<file path="src/rtl/spectrum_peak_top_finder_core_macros.svh">
// ----------------------------------------------------------------------------
// Spectrum peak-top finder assertion macros
// Concurrent checks clocked on clk_i and disabled while rst_ni is low.
// ----------------------------------------------------------------------------
`ifndef SPECTRUM_PEAK_TOP_FINDER_CORE_MACROS_SVH
`define SPECTRUM_PEAK_TOP_FINDER_CORE_MACROS_SVH

`ifndef SYNTHESIS

// same-cycle implication
`define SPF_ASSERT_NOW(lbl, ante, cons) \
  lbl: assert property (@(posedge clk_i) disable iff (!rst_ni) (ante) |-> (cons)) \
    else $error("spectrum peak finder check failed");

// next-cycle implication
`define SPF_ASSERT_NEXT(lbl, ante, cons) \
  lbl: assert property (@(posedge clk_i) disable iff (!rst_ni) (ante) |=> (cons)) \
    else $error("spectrum peak finder check failed");

`else

`define SPF_ASSERT_NOW(lbl, ante, cons)
`define SPF_ASSERT_NEXT(lbl, ante, cons)

`endif

`endif

</file>
<file path="src/rtl/spf_pkg.sv">
// ----------------------------------------------------------------------------
// Spectrum peak-top finder package
// Sizes, action codes, sequencer states and compare-unit types.
// ----------------------------------------------------------------------------
`default_nettype none

package spf_pkg;

  // spectrum store
  localparam int unsigned SPF_DEPTH = 4096;
  localparam int unsigned SPF_IDX_W = $clog2(SPF_DEPTH);
  localparam int unsigned SPF_CNT_W = SPF_IDX_W + 1;
  localparam int unsigned SPF_VAL_W = 32;

  // stream widths
  localparam int unsigned SPF_IN_DATA_W  = 64;
  localparam int unsigned SPF_IN_USER_W  = 2;
  localparam int unsigned SPF_OUT_DATA_W = 24;
  localparam int unsigned SPF_OUT_USER_W = 1;

  typedef enum logic [1:0] {
    ACT_APPEND = 2'd0,
    ACT_QUERY  = 2'd1,
    ACT_CLEAR  = 2'd2
  } spf_action_e;

  typedef enum logic [3:0] {
    ST_IDLE,
    ST_SRCH_RD,
    ST_SRCH_CMP,
    ST_PICK,
    ST_DIST_LO,
    ST_DIST_HI,
    ST_DIST_SEL,
    ST_NB_PREV,
    ST_NB_NEXT,
    ST_NB_DIR,
    ST_CLIMB_RD,
    ST_CLIMB_CMP,
    ST_DONE
  } spf_state_e;

  // request to the shared compare unit
  typedef struct packed {
    logic [SPF_VAL_W-1:0] op_a;
    logic [SPF_VAL_W-1:0] op_b;
    logic                 is_signed;
  } spf_alu_req_t;

  // compare unit answer
  typedef struct packed {
    logic                 lt;    // op_a < op_b
    logic                 eq;    // op_a == op_b
    logic [SPF_VAL_W-1:0] diff;  // |op_a - op_b|, unsigned
  } spf_alu_rsp_t;

endpackage

`default_nettype wire

</file>
<file path="src/rtl/spf_alu.sv">
// ----------------------------------------------------------------------------
// Spectrum peak-top finder compare unit
// Shared less-than / equal / absolute-distance unit used by every compare step.
// ----------------------------------------------------------------------------
`default_nettype none

module spf_alu (
  input  spf_pkg::spf_alu_req_t req_i,
  output spf_pkg::spf_alu_rsp_t rsp_o
);
  import spf_pkg::*;

  logic [SPF_VAL_W-1:0] flip;
  logic [SPF_VAL_W:0]   sub_ab;
  logic [SPF_VAL_W:0]   sub_ba;

  // signed compare by flipping the sign bit
  assign flip = {req_i.is_signed, {(SPF_VAL_W-1){1'b0}}};

  assign rsp_o.lt = (req_i.op_a ^ flip) < (req_i.op_b ^ flip);
  assign rsp_o.eq = (req_i.op_a == req_i.op_b);

  // absolute distance: pick the subtraction that does not borrow
  assign sub_ab = {1'b0, req_i.op_a} - {1'b0, req_i.op_b};
  assign sub_ba = {1'b0, req_i.op_b} - {1'b0, req_i.op_a};
  assign rsp_o.diff = sub_ab[SPF_VAL_W] ? sub_ba[SPF_VAL_W-1:0] : sub_ab[SPF_VAL_W-1:0];

endmodule

`default_nettype wire

</file>
<file path="config.mk">
export PLATFORM = sky130hd
export DESIGN_NAME = spf_alu
export DESIGN_NICKNAME = d
export VERILOG_FILES = /design/src/rtl/spectrum_peak_top_finder_core_macros.svh /design/src/rtl/spf_pkg.sv /design/src/rtl/spf_alu.sv
export SDC_FILE = /design/constraint.sdc
export NUM_CORES = 1
export LEC_CHECK = 0
export ABC_AREA = 1
export BUFFER_PORTS_ARGS = -buffer_cell sky130_fd_sc_hd__clkbuf_2
export CAP_MARGIN = 20
export CORE_MARGIN = 2
export CORE_UTILIZATION = 40
export DETAILED_ROUTE_END_ITERATION = 16
export PLACE_DENSITY = 0.74
export SLEW_MARGIN = 20
export SYNTH_ARGS = -nofsm -noshare
export SYNTH_HDL_FRONTEND = slang
export SYNTH_SLANG_ARGS = --single-unit
</file>
<file path="constraint.sdc">
create_clock -name vclk -period 1.8
set_input_delay 0.18 -clock vclk [all_inputs]
set_output_delay 0.18 -clock vclk [all_outputs]
set_load 0.03 [all_outputs]
</file>
==> impl_metrics.json <==
{
  "outcome": "complete, but fails checks",
  "failed_checks": "negative setup slack",
  "routed_via_density": 4.86,
  "yosysWarnings": 0,
  "rsz0062_at_grt": "true",
  "grtUsageMet2": 0.531,
  "multi_input_area_mm2": 0.00547,
  "grt_pass1_wl_um": 31800,
  "fin_crit_sh": 1.25,
  "ir_drop_v": 0.000210,
  "die_h_um": 117,
  "power_w": 0.00425,
  "start_util": 0.407,
  "combPwrFrac": 1.000,
  "crit_chain": "clkbuf_2 -> inv_2 -> ha_4 -> buf_4 -> buf_4 -> nand2_1 -> nand2_1 -> nand2_1 -> nand2_1 -> nand2_1 -> nand2_1 -> a21oi_2 -> nand2_1 -> nand2_1 -> nand2_1 -> nand2_1 -> nand2_4 -> clkbuf_8",
  "maxSlewViolCount": 0,
  "first_iter_violations": 564,
  "post-dp-hpwl_um": 15700,
  "drtAntennaViolNets": 0,
  "crit_path_frequent_cell": "nand2_1",
  "num_rows": 41,
  "io_pins": 99,
  "hold_class": "input port to output port",
  "power_density_mw_per_mm2": 467,
  "fp.dieArea_mm2": 0.0137,
  "start_kind": "input port",
  "vias": 7348,
  "final_cells": 1513,
  "setup_tns_ns": -12.62,
  "endpoint": "rsp_o[31]",
  "gp_congestion": 0.967,
  "synthToLayoutAreaGrowth_pct": 78.6,
  "first_pass_iters": 5,
  "nFillCells": 1028,
  "grt_use_total": 0.289,
  "antenna_found_initial": 0,
  "avgSynthCellArea_um2": 4.72,
  "grt_max_degree": 8,
  "synthCells": 1081,
  "place_inst": 1485,
  "report.final.hold_viol_count": 0,
  "path_depth": 18,
  "core_mm2": 0.0125,
  "flops_and_latches": 0,
  "end_kind": "output port",
  "min_from": "req_i[34]",
  "met1_usage": 0.355,
  "max_stage_delay_ns": 0.25,
  "fmax_mhz": 446,
  "route.detailed.drc": 0,
  "critical_path_buf_inv_count": 5,
  "clockPowerShare": 0,
  "finalWirelength_um": 20800,
  "hold_ws_ns": 0.918,
  "antenna_cells": 0,
  "internal_power_w": 0.00188,
  "layout-drive-gt1-share": 0.412,
  "port-buffer-count": 99,
  "worst_slew_pin_slew_ns": 0.311,
  "synth_cell_type_count": 30,
  "cap_violations": 0,
  "worstPathArrival_ns": 2.06,
  "cp_top_family": "simple AND/OR/NAND/NOR gates",
  "cp_slowest_cell": "ha_4",
  "grt_util_met3": 0.0309,
  "wl_per_cell_um": 13.8,
  "finalSetupViolCount": 33,
  "p_leak_nw": 5.49,
  "path_class": "input port to output port",
  "p_switching_w": 0.00237,
  "ys_seq_area_frac": 0,
  "syn-cell-area_mm2": 0.00510,
  "fp.dieW_um": 117,
  "busiest_layer": "met2",
  "slew_headroom": 0.791,
  "grt_pass1_vias": 7039,
  "fin_nets": 1475,
  "cp.required_ns": 1.62,
  "nClkBuffers": 0,
  "regArea_um2": 0,
  "final.setup.worst_slack_ns": -0.442,
  "worstSetupStartpoint": "req_i[25]",
  "synth_nets": 1213,
  "swShare": 0.558,
  "place_ws_ns": -0.643,
  "seqPwrFrac": 0,
  "overflow": 0,
  "critical_path.max_fanout": 5,
  "final.min_clock_period_ns": 2.24
}
[power by group through the flow]
| stage | combinational [W] | sequential [W] | clock (W) |
|---|---|---|---|
| 3_3_place_gp | 0.00320 | 0 | 0 |
| 2_1_floorplan | 0.00219 | 0 | 0 |
| 3_5_place_dp | 0.00323 | 0 | 0 |
| 5_1_grt | 0.00454 | 0 | 0 |
| 4_1_cts | 0.00385 | 0 | 0 |
| 6_report | 0.00425 | 0 | 0 |
[worst min path at each step]
stage	depth (start not counted)	slack (ns)	end
floorplan	2	0.60	rsp_o[0]
global placement	4	0.90	rsp_o[1]
detailed placement	4	0.91	rsp_o[1]
CTS	4	0.90	rsp_o[1]
global route	4	0.94	rsp_o[1]
finish	4	0.92	rsp_o[1]
[layout by cell type, fill, tap and decap left out, types with 19 or more instances in the layout]
master	Yosys	layout
a21oi_1	36	19
buf_4	3	165
inv_1	240	218
nor2_1	63	41
ha_4	0	29
nand2_1	519	388
ha_1	65	34
nand3_1	48	39
clkbuf_2	3	53
xor2_1	31	29
buf_6	2	20
inv_2	9	22
nand2_2	4	55
buf_8	0	25
nand2_4	0	80
[metal layers]
layer | part of all wire | routed length (um)
met2 | 0.49 | 10100
met1 | 0.41 | 8550
met4 | 0.036 | 754
met5 | 0 | 0
met3 | 0.066 | 1380
[area by class of cell]
type               instances  area share
repair buffers           284       0.269
well taps                172      0.0236
multi-input cells        807       0.600
inverters                250       0.107
[through the flow]
| step | utilization | area, um^2 |
|---|---|---|
| 2_1_floorplan | - | 5890 |
| 3_3_place_gp | 0.606 | 7580 |
| 3_5_place_dp | 0.606 | 7580 |
| 4_1_cts | 0.687 | 8600 |
| 5_1_grt | 0.728 | 9110 |
| 6_report | 0.728 | 9110 |
[cell families (layout without fill, tap and decap cells)]
group / count (synthesis) / count (layout) / share of synthesized area
adder cells (fa/ha/maj): 67 / 67 / 0.167
AND/OR/NAND/NOR: 658 / 658 / 0.511
AO/OA/AOI/OAI: 50 / 50 / 0.0550
XOR/XNOR: 32 / 32 / 0.0550
buffers and inverters: 274 / 534 / 0.211
[timing repair]
action,in CTS,in global routing
hold buffers,0,0
endpoints found under the setup margin,33,33
setup buffers,23,7
resized for setup,182,150
pin swaps,30,52
gates cloned,3,0
[Yosys cell counts, types with 4 or more instances]
master | count | share of area
o21bai_1 | 4 | 0.0059
inv_2 | 9 | 0.0066
xor2_1 | 31 | 0.053
a21oi_1 | 36 | 0.035
inv_1 | 240 | 0.18
nand2_1 | 519 | 0.38
buf_2 | 16 | 0.016
nand2_2 | 4 | 0.0049
nor2_2 | 4 | 0.0049
nand3_1 | 48 | 0.047
nand4_1 | 9 | 0.011
ha_1 | 65 | 0.16
nor2_1 | 63 | 0.046
Power figures use the tool's default switching activity.
